--- src/hdl/stis_pkg.sv ---
package stis_pkg;

    localparam int DATA_W          = 32;
    localparam int IDX_W           = 6;
    localparam int COUNT_W         = 7;
    localparam int DEF_TABLE_DEPTH = 64;

    localparam logic [COUNT_W-1:0] COUNT_RESET = 7'd50;

    localparam logic CMD_WRITE  = 1'b0;
    localparam logic CMD_SEARCH = 1'b1;

    // stream payload layout
    localparam int S_TDATA_W    = 72;
    localparam int S_INDEX_LSB  = 0;
    localparam int S_VALUE_LSB  = S_INDEX_LSB + IDX_W;
    localparam int S_KEY_LSB    = S_VALUE_LSB + DATA_W;
    localparam int S_PAD_W      = S_TDATA_W - (S_KEY_LSB + DATA_W);
    localparam int M_TDATA_W    = 8;
    localparam int M_PAD_W      = M_TDATA_W - IDX_W;

endpackage

--- src/hdl/stis_ram.sv ---
module stis_ram #(
    parameter int WIDTH = 32,
    parameter int DEPTH = 64,
    parameter int AW    = (DEPTH > 1) ? $clog2(DEPTH) : 1
) (
    input  logic             clk,
    input  logic             wr_en,
    input  logic [AW-1:0]    wr_addr,
    input  logic [WIDTH-1:0] wr_data,
    input  logic [AW-1:0]    rd_addr,
    output logic [WIDTH-1:0] rd_data
);

    logic [WIDTH-1:0] mem [DEPTH];
    logic [WIDTH-1:0] rd_data_reg;

    always_ff @(posedge clk)
    begin
        if (wr_en)
        begin
            mem[wr_addr] <= wr_data;
        end
        rd_data_reg <= mem[rd_addr];
    end

    assign rd_data = rd_data_reg;

endmodule

--- src/hdl/stis_muldiv.sv ---
// Shift-add multiply followed by restoring divide, both on one adder.
// quotient = floor(opd_a * opd_m / divisor), valid with done.
// Requires opd_a <= divisor and divisor != 0, so the quotient fits MW bits.
module stis_muldiv #(
    parameter int MW = 6
) (
    input  logic                      clk,
    input  logic                      rst_n,
    input  logic                      start,
    input  logic [stis_pkg::DATA_W-1:0] opd_a,
    input  logic [MW-1:0]             opd_m,
    input  logic [stis_pkg::DATA_W-1:0] divisor,
    output logic                      done,
    output logic [MW-1:0]             quotient
);

    localparam int DW    = stis_pkg::DATA_W;
    localparam int CNT_W = (MW > 1) ? $clog2(MW) : 1;
    localparam logic [CNT_W-1:0] LAST_STEP = CNT_W'(MW - 1);
    localparam logic PH_MUL = 1'b0;
    localparam logic PH_DIV = 1'b1;

    logic             busy_reg, busy_next;
    logic             done_reg, done_next;
    logic             phase_reg, phase_next;
    logic [CNT_W-1:0] cnt_reg, cnt_next;
    logic [DW:0]      acc_reg, acc_next;
    logic [MW-1:0]    q_reg, q_next;
    logic [DW-1:0]    d_reg, d_next;
    logic [DW-1:0]    span_reg, span_next;

    logic [DW:0]      add_a;
    logic [DW:0]      add_b;
    logic             add_cin;
    logic [DW+1:0]    sum;
    logic [MW:0]      mul_shift;
    logic [MW:0]      div_shift;
    logic             geq;

    always_comb
    begin
        if (phase_reg == PH_MUL)
        begin
            add_a   = acc_reg;
            add_b   = q_reg[0] ? {1'b0, d_reg} : '0;
            add_cin = 1'b0;
        end
        else
        begin
            add_a   = {acc_reg[DW-1:0], q_reg[MW-1]};
            add_b   = ~{1'b0, span_reg};
            add_cin = 1'b1;
        end
        sum       = {1'b0, add_a} + {1'b0, add_b} + (DW+2)'(add_cin);
        geq       = sum[DW+1];
        mul_shift = {sum[0], q_reg};
        div_shift = {q_reg, geq};
    end

    always_comb
    begin
        busy_next  = busy_reg;
        done_next  = 1'b0;
        phase_next = phase_reg;
        cnt_next   = cnt_reg;
        acc_next   = acc_reg;
        q_next     = q_reg;
        d_next     = d_reg;
        span_next  = span_reg;
        if (start)
        begin
            busy_next  = 1'b1;
            phase_next = PH_MUL;
            cnt_next   = '0;
            acc_next   = '0;
            q_next     = opd_m;
            d_next     = opd_a;
            span_next  = divisor;
        end
        else if (busy_reg)
        begin
            if (phase_reg == PH_MUL)
            begin
                // shift the running product right, one multiplier bit a step
                acc_next = {1'b0, sum[DW:1]};
                q_next   = mul_shift[MW:1];
            end
            else
            begin
                // keep the difference only when the trial subtract did not borrow
                acc_next = geq ? sum[DW:0] : add_a;
                q_next   = div_shift[MW-1:0];
            end
            if (cnt_reg == LAST_STEP)
            begin
                cnt_next = '0;
                if (phase_reg == PH_MUL)
                begin
                    phase_next = PH_DIV;
                end
                else
                begin
                    busy_next = 1'b0;
                    done_next = 1'b1;
                end
            end
            else
            begin
                cnt_next = cnt_reg + CNT_W'(1);
            end
        end
    end

    always_ff @(posedge clk or negedge rst_n)
    begin
        if (!rst_n)
        begin
            busy_reg  <= 1'b0;
            done_reg  <= 1'b0;
            phase_reg <= PH_MUL;
            cnt_reg   <= '0;
        end
        else
        begin
            busy_reg  <= busy_next;
            done_reg  <= done_next;
            phase_reg <= phase_next;
            cnt_reg   <= cnt_next;
        end
    end

    always_ff @(posedge clk)
    begin
        acc_reg  <= acc_next;
        q_reg    <= q_next;
        d_reg    <= d_next;
        span_reg <= span_next;
    end

    assign done     = done_reg;
    assign quotient = q_reg;

endmodule

--- src/hdl/sorted_table_interpolation_search_core.sv ---
// Interpolation search over a table of signed 32-bit values kept in ascending
// order. A write item (tuser = 0) stores one entry and gives no result; a search
// item (tuser = 1) returns found and match_index. Each probe reads the two end
// values and the probe value from the table RAM and, when the end values differ,
// computes the probe position with a shift-add multiply and a restoring divide on
// one shared 34-bit adder. The adder steps take most of each probe; a search takes
// one to a few probes on evenly spread data. The input is not ready while a search
// runs; a finished result waits in the output register without blocking the next
// item. entry_count is written through the cfg port; the user must write it only
// while idle, which the block itself does not enforce. Counts above TABLE_DEPTH
// are clamped.
module sorted_table_interpolation_search_core #(
    parameter int TABLE_DEPTH = stis_pkg::DEF_TABLE_DEPTH
) (
    input  logic                           clk,
    input  logic                           rst_n,
    input  logic                           s_tvalid,
    output logic                           s_tready,
    // entry_index, entry_value, search_key, zero pad
    input  logic [stis_pkg::S_TDATA_W-1:0] s_tdata,
    // cmd
    input  logic                           s_tuser,
    output logic                           m_tvalid,
    input  logic                           m_tready,
    // match_index, zero pad
    output logic [stis_pkg::M_TDATA_W-1:0] m_tdata,
    // found
    output logic                           m_tuser,
    input  logic                           cfg_valid,
    output logic                           cfg_ready,
    input  logic [stis_pkg::COUNT_W-1:0]   cfg_data
);

    localparam int DW = stis_pkg::DATA_W;
    localparam int AW = $clog2(TABLE_DEPTH);
    localparam int PW = AW + 2;

    localparam logic [2:0] S_IDLE  = 3'd0;
    localparam logic [2:0] S_CHECK = 3'd1;
    localparam logic [2:0] S_RD_L  = 3'd2;
    localparam logic [2:0] S_RD_R  = 3'd3;
    localparam logic [2:0] S_CALC  = 3'd4;
    localparam logic [2:0] S_PROBE = 3'd5;
    localparam logic [2:0] S_RD_P  = 3'd6;
    localparam logic [2:0] S_DONE  = 3'd7;

    logic [2:0]                   state_reg, state_next;
    logic [stis_pkg::COUNT_W-1:0] count_reg;
    logic signed [DW-1:0]         key_reg, key_next;
    logic signed [PW-1:0]         lo_reg, lo_next;
    logic signed [PW-1:0]         hi_reg, hi_next;
    logic signed [DW-1:0]         vl_reg, vl_next;
    logic [AW-1:0]                pos_reg, pos_next;
    logic                         res_found_reg, res_found_next;
    logic                         out_valid_reg, out_valid_next;
    logic                         out_found_reg, out_found_next;
    logic [stis_pkg::IDX_W-1:0]   out_index_reg, out_index_next;

    logic                         in_xfer;
    logic [stis_pkg::IDX_W-1:0]   in_index;
    logic [DW-1:0]                in_value;
    logic [DW-1:0]                in_key;
    logic [31:0]                  wr_idx32;
    logic [31:0]                  cnt32;
    logic [31:0]                  n32;
    logic [31:0]                  pos32;
    logic                         wr_en;
    logic [AW-1:0]                rd_addr;
    logic [DW-1:0]                rd_data;
    logic signed [DW-1:0]         rd_value;
    logic signed [PW-1:0]         pos_s;
    logic signed [PW-1:0]         range_s;
    logic [DW-1:0]                span;
    logic [DW-1:0]                key_off;
    logic                         unit_start;
    logic                         unit_done;
    logic [AW-1:0]                unit_q;

    assign in_xfer  = s_tvalid && s_tready;
    assign in_index = s_tdata[stis_pkg::S_INDEX_LSB +: stis_pkg::IDX_W];
    assign in_value = s_tdata[stis_pkg::S_VALUE_LSB +: DW];
    assign in_key   = s_tdata[stis_pkg::S_KEY_LSB +: DW];
    assign wr_idx32 = 32'(in_index);
    assign wr_en    = in_xfer && (s_tuser == stis_pkg::CMD_WRITE)
                      && (wr_idx32 < 32'(TABLE_DEPTH));

    assign cnt32    = 32'(count_reg);
    assign n32      = (cnt32 > 32'(TABLE_DEPTH)) ? 32'(TABLE_DEPTH) : cnt32;

    assign rd_value = $signed(rd_data);
    assign span     = rd_data - vl_reg;
    assign key_off  = key_reg - vl_reg;
    assign range_s  = hi_reg - lo_reg;
    assign pos_s    = $signed({2'b00, pos_reg});
    assign pos32    = 32'(pos_reg);

    always_comb
    begin
        case (state_reg)
            S_CHECK: rd_addr = lo_reg[AW-1:0];
            S_RD_L:  rd_addr = hi_reg[AW-1:0];
            default: rd_addr = pos_reg;
        endcase
    end

    stis_ram #(
        .WIDTH (DW),
        .DEPTH (TABLE_DEPTH),
        .AW    (AW)
    ) u_table (
        .clk     (clk),
        .wr_en   (wr_en),
        .wr_addr (wr_idx32[AW-1:0]),
        .wr_data (in_value),
        .rd_addr (rd_addr),
        .rd_data (rd_data)
    );

    stis_muldiv #(
        .MW (AW)
    ) u_muldiv (
        .clk      (clk),
        .rst_n    (rst_n),
        .start    (unit_start),
        .opd_a    (key_off),
        .opd_m    (range_s[AW-1:0]),
        .divisor  (span),
        .done     (unit_done),
        .quotient (unit_q)
    );

    always_comb
    begin
        state_next     = state_reg;
        key_next       = key_reg;
        lo_next        = lo_reg;
        hi_next        = hi_reg;
        vl_next        = vl_reg;
        pos_next       = pos_reg;
        res_found_next = res_found_reg;
        out_valid_next = out_valid_reg;
        out_found_next = out_found_reg;
        out_index_next = out_index_reg;
        unit_start     = 1'b0;

        if (out_valid_reg && m_tready)
        begin
            out_valid_next = 1'b0;
        end

        case (state_reg)
            S_IDLE:
            begin
                if (in_xfer && (s_tuser == stis_pkg::CMD_SEARCH))
                begin
                    key_next       = $signed(in_key);
                    lo_next        = '0;
                    hi_next        = $signed(PW'(n32 - 32'd1));
                    pos_next       = '0;
                    res_found_next = 1'b0;
                    state_next     = S_CHECK;
                end
            end
            S_CHECK:
            begin
                if (lo_reg > hi_reg)
                begin
                    pos_next   = '0;
                    state_next = S_DONE;
                end
                else
                begin
                    state_next = S_RD_L;
                end
            end
            S_RD_L:
            begin
                vl_next    = rd_value;
                state_next = S_RD_R;
            end
            S_RD_R:
            begin
                if ((key_reg < vl_reg) || (key_reg > rd_value))
                begin
                    pos_next   = '0;
                    state_next = S_DONE;
                end
                else if (span == '0)
                begin
                    // equal end values: probe the left end
                    pos_next   = lo_reg[AW-1:0];
                    state_next = S_PROBE;
                end
                else
                begin
                    unit_start = 1'b1;
                    state_next = S_CALC;
                end
            end
            S_CALC:
            begin
                if (unit_done)
                begin
                    pos_next   = lo_reg[AW-1:0] + unit_q;
                    state_next = S_PROBE;
                end
            end
            S_PROBE:
            begin
                state_next = S_RD_P;
            end
            S_RD_P:
            begin
                if (rd_value == key_reg)
                begin
                    res_found_next = 1'b1;
                    state_next     = S_DONE;
                end
                else if (rd_value < key_reg)
                begin
                    lo_next    = pos_s + PW'(1);
                    state_next = S_CHECK;
                end
                else
                begin
                    hi_next    = pos_s - PW'(1);
                    state_next = S_CHECK;
                end
            end
            S_DONE:
            begin
                // hold until the output register is free
                if (!out_valid_reg || m_tready)
                begin
                    out_valid_next = 1'b1;
                    out_found_next = res_found_reg;
                    out_index_next = res_found_reg ? pos32[stis_pkg::IDX_W-1:0] : '0;
                    state_next     = S_IDLE;
                end
            end
            default:
            begin
                state_next = S_IDLE;
            end
        endcase
    end

    always_ff @(posedge clk or negedge rst_n)
    begin
        if (!rst_n)
        begin
            state_reg     <= S_IDLE;
            out_valid_reg <= 1'b0;
            count_reg     <= stis_pkg::COUNT_RESET;
        end
        else
        begin
            state_reg     <= state_next;
            out_valid_reg <= out_valid_next;
            if (cfg_valid && cfg_ready)
            begin
                count_reg <= cfg_data;
            end
        end
    end

    always_ff @(posedge clk)
    begin
        key_reg       <= key_next;
        lo_reg        <= lo_next;
        hi_reg        <= hi_next;
        vl_reg        <= vl_next;
        pos_reg       <= pos_next;
        res_found_reg <= res_found_next;
        out_found_reg <= out_found_next;
        out_index_reg <= out_index_next;
    end

    assign s_tready  = (state_reg == S_IDLE);
    assign cfg_ready = 1'b1;
    assign m_tvalid  = out_valid_reg;
    assign m_tuser   = out_found_reg;
    assign m_tdata   = {{stis_pkg::M_PAD_W{1'b0}}, out_index_reg};

endmodule

--- config.mk ---
export PLATFORM = sky130hd
export DESIGN_NAME = sorted_table_interpolation_search_core
export DESIGN_NICKNAME = d
export VERILOG_FILES = /design/src/hdl/stis_pkg.sv /design/src/hdl/stis_ram.sv /design/src/hdl/stis_muldiv.sv /design/src/hdl/sorted_table_interpolation_search_core.sv
export SDC_FILE = /design/constraint.sdc
export NUM_CORES = 2
export LEC_CHECK = 0
export ABC_CLOCK_PERIOD_IN_PS = 4320
export BUFFER_PORTS_ARGS = -buffer_cell sky130_fd_sc_hd__buf_4
export CORE_ASPECT_RATIO = 0.5
export CORE_MARGIN = 4
export CORE_UTILIZATION = 40
export DETAILED_ROUTE_END_ITERATION = 10
export GPL_TIMING_DRIVEN = 0
export PLACE_DENSITY = 0.58
export SLEW_MARGIN = 20
export SYNTH_ARGS = -nofsm -noshare
export SYNTH_HDL_FRONTEND = slang
export SYNTH_SLANG_ARGS = --single-unit
--- constraint.sdc ---
create_clock -name clk -period 4.32 [get_ports clk]
set_clock_uncertainty 0.05 [all_clocks]
set_input_delay 0.648 -clock clk [delete_from_list [all_inputs] [get_ports clk]]
set_output_delay 0.648 -clock clk [all_outputs]
set_load 0.05 [all_outputs]
# ---- Word-level counts from Yosys, hierarchy flattened
# Memory sizes are Yosys's and may differ from the RTL's. A register that Yosys moved wholly into a read port is not among the register bits.
# Index checks and enable logic that the tools add are counted.
dict set report word_totals {
  memories 1
  latchBits 0
  rom_bits 0
  inputBits 85
  elab_cells 135
  register_bits 214
  ramBits 2048
}
dict set report classes {
  muxes 57
  n_reduce_logical 22
  mul 0
  magnitude_cmp 6
  bitwise_logic 2
  add_sub_neg 10
  n_eq_ne 18
  div 0
  shift 0
}
# name depth width read_ports rd_ports_with_merged_regs wr line_no
set memory_table {}
lappend memory_table {u_table.mem 64 32 1 1 1 stis_ram.sv:14} ;# logic [WIDTH-1:0] mem [DEPTH];
# op n
set op_table {}
lappend op_table {{$mux W33} 4}
lappend op_table {{$lt A32 B32 Y1} 2}
lappend op_table {{$sub A32 B32 Y32} 2}
lappend op_table {{$mux W6} 8}
lappend op_table {{$mux W8} 6}
lappend op_table {{$add A33 B33 Y34} 1}
lappend op_table {{$add A34 B1 Y34} 1}
lappend op_table {{$not A32 Y33} 1}
lappend op_table {{$eq A32 B32 Y1} 1}
lappend op_table {{$gt A32 B32 Y1} 1}
lappend op_table {{$logic_not A32 Y1} 1}
lappend op_table {{$mux W32} 1}
lappend op_table {{$pmux W8 S2} 2}
lappend op_table {{$mux W3} 8}
lappend op_table {{$pmux W3 S8} 1}
lappend op_table {{$pmux W6 S4} 1}
lappend op_table {{$mux W1} 22}
lappend op_table {{$eq A3 B3 Y1 const B} 5}
lappend op_table {{$ne A2 B2 Y1 const B} 6}
lappend op_table {{$pmux W6 S2} 1}
lappend op_table {{$gt A8 B8 Y1} 1}
lappend op_table {{$reduce_and A4 Y1} 2}
lappend op_table {{$sub A7 B1 Y8 const B} 1}
lappend op_table {{$add A6 B1 Y7 const B} 1}
lappend op_table {{other kinds (23)} 35}

# ---- Logic depth before layout (Yosys ltp)
dict set report depth {
  word_depth 7
  ltp_mapped 19
  mapped_depth_nobuf 16
}

# ---- Hierarchy
# From an unflattened synthesis, not the netlist that was laid out.
dict set report unflattened {
  hier_cells 5032
  area_unflattened_um2 94401.8
}
# mod n_inst cells_each seq_area_each_um2 area_each_um2
set by_module_without_submodules {}
lappend by_module_without_submodules {stis_ram 1 3324 62139.6 78515.3}
lappend by_module_without_submodules {sorted_table_interpolation_search_core 1 974 3071.7 8983.6}
lappend by_module_without_submodules {stis_muldiv 1 734 2912.8 6902.9}

# ---- Worst setup path before layout
# Ideal clock, no wire load.
dict set report synth_timing {
  path_kind {register to register}
  start {register u_muldiv.phase_reg}
  end {register u_muldiv.acc_reg[22]}
  setup_ps 136
  period_less_slack_ps 4684
  path_stages_with_launch 17
  n_path_buf 2
  path_slack_ps -364
  t_arrival_ps 4498
  cell_sequence {dfrtp_1 > clkbuf_1 > buf_1 > mux2_2 > fa_1 > fa_1 > a211oi_1 > o21bai_1 > a2111oi_0 > o31ai_1 > or2_2 > a31oi_1 > o21bai_1 > xor2_1 > mux2_2 > a221oi_1 > nor2_1}
}
dict set report synth_between {
  elab_chain_cells 5
}
# item line_no
set synth_rtl {}
lappend synth_rtl {{from (decl)} stis_muldiv.sv:25} ;# logic phase_reg, phase_next;
lappend synth_rtl {{from (signal assigned)} stis_muldiv.sv:127} ;# phase_reg <= phase_next;
lappend synth_rtl {{$mux W33} stis_muldiv.sv:42} ;# if (phase_reg == PH_MUL)
lappend synth_rtl {{$add A33 B33 Y34} stis_muldiv.sv:54} ;# sum = {1'b0, add_a} + {1'b0, add_b} + (DW+2)'(add_cin);
lappend synth_rtl {{$add A34 B1 Y34} stis_muldiv.sv:54}
lappend synth_rtl {{$mux W33} stis_muldiv.sv:91} ;# acc_next = geq ? sum[DW:0] : add_a;
lappend synth_rtl {{$mux W33 (*)} stis_muldiv.sv:82} ;# if (phase_reg == PH_MUL)
lappend synth_rtl {{to (signal assigned)} stis_muldiv.sv:134} ;# acc_reg <= acc_next;
lappend synth_rtl {{to (decl)} stis_muldiv.sv:27} ;# logic [DW:0] acc_reg, acc_next;
# Every way passes the cells marked *; elsewhere a longest branch is shown, timed or not.
# A chain may end at the register's enable or synchronous reset.

# ---- Worst setup path in the final report
dict set report layout_timing {
  start {register state_reg[1]}
  end {register u_table.rd_data_reg[2], in the netlist u_table.rd_data[2] (read register of u_table.mem)}
}
dict set report layout_between {
  elab_chain_cells 2
}
# item line_no
set layout_rtl {}
lappend layout_rtl {{from (decl)} sorted_table_interpolation_search_core.sv:47} ;# logic [2:0] state_reg, state_next;
lappend layout_rtl {{from (signal assigned)} sorted_table_interpolation_search_core.sv:258} ;# state_reg <= state_next;
lappend layout_rtl {{$eq A3 B2 Y1 or $eq A3 B1 Y1 (tied branches)} sorted_table_interpolation_search_core.sv:99} ;# case (state_reg)
lappend layout_rtl {{$pmux W6 S2 (*)} sorted_table_interpolation_search_core.sv:99}
lappend layout_rtl {{to (decl)} stis_ram.sv:15} ;# logic [WIDTH-1:0] rd_data_reg;
# Marked as above.

==> impl_metrics.prom <==
# TYPE chip_impl_metric gauge
chip_impl_info{name="cts_tree",value="done"} 1
chip_impl_metric{name="fmax",unit="MHz"} 232
chip_impl_metric{name="numPortBuffers",unit=""} 87
chip_impl_metric{name="yosys_warnings",unit=""} 0
chip_impl_metric{name="dpl-instance-area",unit="sq um"} 102000
chip_impl_metric{name="vdd.ir_drop.worst",unit="uV"} 412
chip_impl_metric{name="max_reg_flops",unit=""} 2048
chip_impl_info{name="min_path_type",value="input pin to flop"} 1
chip_impl_metric{name="ys_async_sr_fraction",unit="%"} 0.741
chip_impl_metric{name="finalPower",unit="uW"} 86300
chip_impl_metric{name="drive_gt1_share",unit="%"} 29.2
chip_impl_metric{name="clkSlewWorstSetupHoldPaths",unit="ps"} 60
chip_impl_metric{name="design_area",unit="sq um"} 113000
chip_impl_metric{name="routed_wire_length_per_instance",unit="um"} 29.9
chip_impl_metric{name="synth_edf_count",unit=""} 2211
chip_impl_info{name="clock-root-buffer",value="sky130_fd_sc_hd__clkbuf_16"} 1
chip_impl_metric{name="source_to_sink_clock_delay_at_the_later_pin_of_the_worst_skew_pair",unit="ps"} 890
chip_impl_metric{name="setup_total_negative_slack",unit="ps"} 0
chip_impl_info{name="end_kind",value="flop"} 1
chip_impl_metric{name="wl",unit="um"} 267000
chip_impl_metric{name="drt.antenna.violating_nets",unit=""} 0
chip_impl_metric{name="antenna_found_initial",unit=""} 22
chip_impl_metric{name="finalCoreUtilization",unit="%"} 47.7
chip_impl_metric{name="synth_compound_area_share",unit="%"} 5.91
chip_impl_info{name="status",value="complete, no violations"} 1
chip_impl_metric{name="crit_share_post_route",unit="%"} 100
chip_impl_metric{name="place_inst",unit=""} 8447
chip_impl_info{name="grt_setup_unrepaired",value="yes"} 1
chip_impl_metric{name="leakagePower",unit="uW"} 0.0364
chip_impl_metric{name="syn-mean-instance-area",unit="sq um"} 18.5
chip_impl_metric{name="drv_slew",unit=""} 0
chip_impl_metric{name="synth_sequential_area_ratio",unit="%"} 71.7
chip_impl_metric{name="die_w",unit="um"} 697
chip_impl_metric{name="headroom_to_the_max_slew_limit",unit="%"} 24.9
chip_impl_metric{name="post-synth-top-area-fraction",unit="%"} 69.9
chip_impl_metric{name="drt_drc_violations_left",unit=""} 0
chip_impl_info{name="critPathKind",value="flop to flop"} 1
chip_impl_metric{name="layout.cells.non_filler",unit=""} 8944
chip_impl_metric{name="synth_simple_gate_area_share",unit="%"} 3.50
chip_impl_metric{name="fillCellCount",unit=""} 19200
chip_impl_info{name="yosys.area.top_type",value="sky130_fd_sc_hd__edfxtp_1"} 1
chip_impl_metric{name="worstMarginPinSlew",unit="ps"} 1130
chip_impl_metric{name="number_of_global_route_vias_before_repair",unit=""} 51800
chip_impl_metric{name="pin_count_of_the_biggest_net_entering_global_routing",unit=""} 65
chip_impl_info{name="timing.critical_path.from_type",value="flop"} 1
chip_impl_metric{name="synth_fa_ha_area_share",unit="%"} 2.05
chip_impl_metric{name="fp.dieArea",unit="sq um"} 246000
chip_impl_info{name="final_cell_mix",value="sky130_fd_sc_hd__edfxtp_1 (2,211), sky130_fd_sc_hd__mux4_2 (512), sky130_fd_sc_hd__clkbuf_16 (216), sky130_fd_sc_hd__a21oi_1 (190), sky130_fd_sc_hd__buf_4 (170)"} 1
chip_impl_metric{name="first_pass_iters",unit=""} 9
chip_impl_metric{name="floorplan.initialDensity",unit="%"} 40.2
chip_impl_metric{name="muxShareOfSynthArea",unit="%"} 14.3
chip_impl_metric{name="coreArea",unit="sq um"} 236000
chip_impl_metric{name="drt_iter0_markers",unit=""} 6757
chip_impl_metric{name="setup-violations-final",unit=""} 0
chip_impl_metric{name="synth_cells",unit=""} 5146
chip_impl_metric{name="multi_input_gate_area",unit="sq um"} 27900
chip_impl_metric{name="register_area",unit="sq um"} 68100
chip_impl_metric{name="maxCapViolCount",unit=""} 0
chip_impl_metric{name="leftover_overflow_at_the_end_of_global_routing",unit=""} 0
chip_impl_metric{name="cts_sinks",unit=""} 2293
chip_impl_metric{name="synth_xor_area_share",unit="%"} 0.839
chip_impl_metric{name="timing_hold_violations_final",unit=""} 0
chip_impl_metric{name="area.growth.synth_to_final",unit="%"} 18.5
chip_impl_metric{name="synthDistinctLibCells",unit=""} 91
chip_impl_metric{name="critical_path_peak_fanout",unit=""} 10
chip_impl_metric{name="cts_max_path_buffers",unit=""} 4
chip_impl_metric{name="syn_area",unit="sq um"} 95000
chip_impl_metric{name="place.gp.congestion",unit=""} 0.905
chip_impl_metric{name="num_io_pins",unit=""} 97
chip_impl_metric{name="cts-htree-levels",unit=""} 4
chip_impl_metric{name="floorplan_die_height",unit="um"} 353
chip_impl_metric{name="ys_seq_elements",unit=""} 2293
chip_impl_metric{name="grt_use_total",unit="%"} 21.2
chip_impl_metric{name="cts_made_buffers",unit=""} 211
chip_impl_metric{name="required",unit="ps"} 4930
chip_impl_metric{name="min_period",unit="ps"} 4320
chip_impl_info{name="post_synth_main_area_contributors",value="sky130_fd_sc_hd__edfxtp_1 (70%), sky130_fd_sc_hd__mux4_2 (12%), sky130_fd_sc_hd__ha_1 (1.9%)"} 1
chip_impl_info{name="layout_commonest_cell",value="sky130_fd_sc_hd__edfxtp_1"} 1
chip_impl_metric{name="power-per-cell-area",unit="nW/um^2"} 766
chip_impl_info{name="synth_top_family_by_area",value="multiplexers"} 1
chip_impl_metric{name="cell_rows",unit=""} 126
chip_impl_metric{name="route.detailed.vias_per_inst",unit=""} 5.83
chip_impl_metric{name="dp_hpwl",unit="um"} 178000
chip_impl_metric{name="grt_pass1_wl",unit="um"} 378000
chip_impl_metric{name="route.vias.total",unit=""} 52100
chip_impl_metric{name="worst_path_arrival",unit="ps"} 4930
chip_impl_metric{name="num-nets-final",unit=""} 5880
chip_impl_info{name="yosys_most_used_dff",value="sky130_fd_sc_hd__edfxtp_1"} 1
what timing repair did:
| item | 4_1_cts | 5_1_grt |
|---|---|---|
| pin swaps | 43 | 80 |
| setup buffers | 26 | 54 |
| hold buffers | 40 | 0 |
| endpoints found under the setup margin | 2119 | 1353 |
| hold endpoints to repair | 56 | 0 |
| cloned | 2 | 3 |
| resized for setup | 498 | 194 |
layout make-up:
cell class                 instances  share of cell area (%)
sequential                      2293                    60.5
multi-input combinational       2473                    24.8
clock buffer                     259                    4.94
tap                             3136                    3.48
timing repair buffer             286                    3.42
buffer                           266                    1.61
clock inverter                   114                   0.918
inverter                         112                   0.373
antenna                            5                  0.0111
path summary, 6_finish.rpt:
| path | startpoint | to | slack [ps] | depth (start not counted) |
|---|---|---|---|---|
| min in group asynchronous | rst_n | count_reg[2]$_DFFE_PN0P_ | 210 | 2 |
| worst max register to register | state_reg[1]$_DFFE_PN0P_ | u_table.rd_data[2]$_DFF_P_ | 2 | 13 |
| max in group asynchronous | rst_n | count_reg[1]$_DFFE_PN1P_ | 3730 | 2 |
| worst max-delay path | state_reg[1]$_DFFE_PN0P_ | u_table.rd_data[2]$_DFF_P_ | 2 | 13 |
| worst min-delay path | m_tready | m_tvalid$_DFF_PN0_ | 160 | 3 |
| worst min register to register | u_table.rd_data[0]$_DFF_P_ | vl_reg[0]$_DFFE_PN_ | 380 | 0 |
synth_stat cells, drive strengths merged, types with 13 or more instances:
library cell / count
a211oi: 241
a21o: 60
o21a: 29
mux2: 56
nand2b: 18
o21ai: 109
mux2i: 146
nand2: 131
dfrtp: 14
mux4: 512
o21bai: 13
ha: 146
buf: 108
nand4: 13
nand3: 37
edfxtp: 2211
nor2: 185
dfxtp: 65
a21oi: 260
xor2: 35
clkbuf: 163
nor2b: 168
a31oi: 13
and2: 19
xnor2: 56
nor3: 33
inv: 112
a221oi: 20
per-stage QoR:
stage               hold WS [ps]  setup slack, ps
floorplan                    302             -309
global placement             375            -3480
detailed placement           383            -2060
CTS                          101             -182
global route                 162            -40.0
finish                       158             1.88
per-layer routing:
metal	up-vias	GRT usage, %	share of wire [%]
met5	-	0	0.0049
met4	2	6.02	3.2
met3	427	3.86	8.2
met2	2270	33.7	47
met1	27500	30.1	42
li1	21900	-	-
worst max-delay path, cell delays in order, from the launching register on:
cell                       delay [ps]
sky130_fd_sc_hd__dfrtp_1          360
sky130_fd_sc_hd__buf_2            190
sky130_fd_sc_hd__inv_1            180
sky130_fd_sc_hd__nand2_2          150
sky130_fd_sc_hd__o22a_1           260
sky130_fd_sc_hd__o22ai_4          340
sky130_fd_sc_hd__buf_6            330
sky130_fd_sc_hd__buf_2            330
sky130_fd_sc_hd__buf_2            370
sky130_fd_sc_hd__mux4_2           270
sky130_fd_sc_hd__mux2i_1          100
sky130_fd_sc_hd__a21oi_1          600
sky130_fd_sc_hd__a211oi_1         170
sky130_fd_sc_hd__a21oi_1          430
report_power, final:
| group | switching, uW | internal (uW) |
|---|---|---|
| combinational | 25400 | 16400 |
| clock | 8220 | 10200 |
| sequential | 585 | 25400 |
| total | 34200 | 52000 |
cell families after synthesis:
kind of cell             Yosys count
AND/OR/NAND/NOR                  664
adder cells (fa/ha/maj)          152
AO/OA/AOI/OAI                    847
XOR/XNOR                          91
buffers and inverters            383
multiplexers                     714
flip-flops                      2293
other                              2
Note: power is estimated with default switching activity, not from simulation.
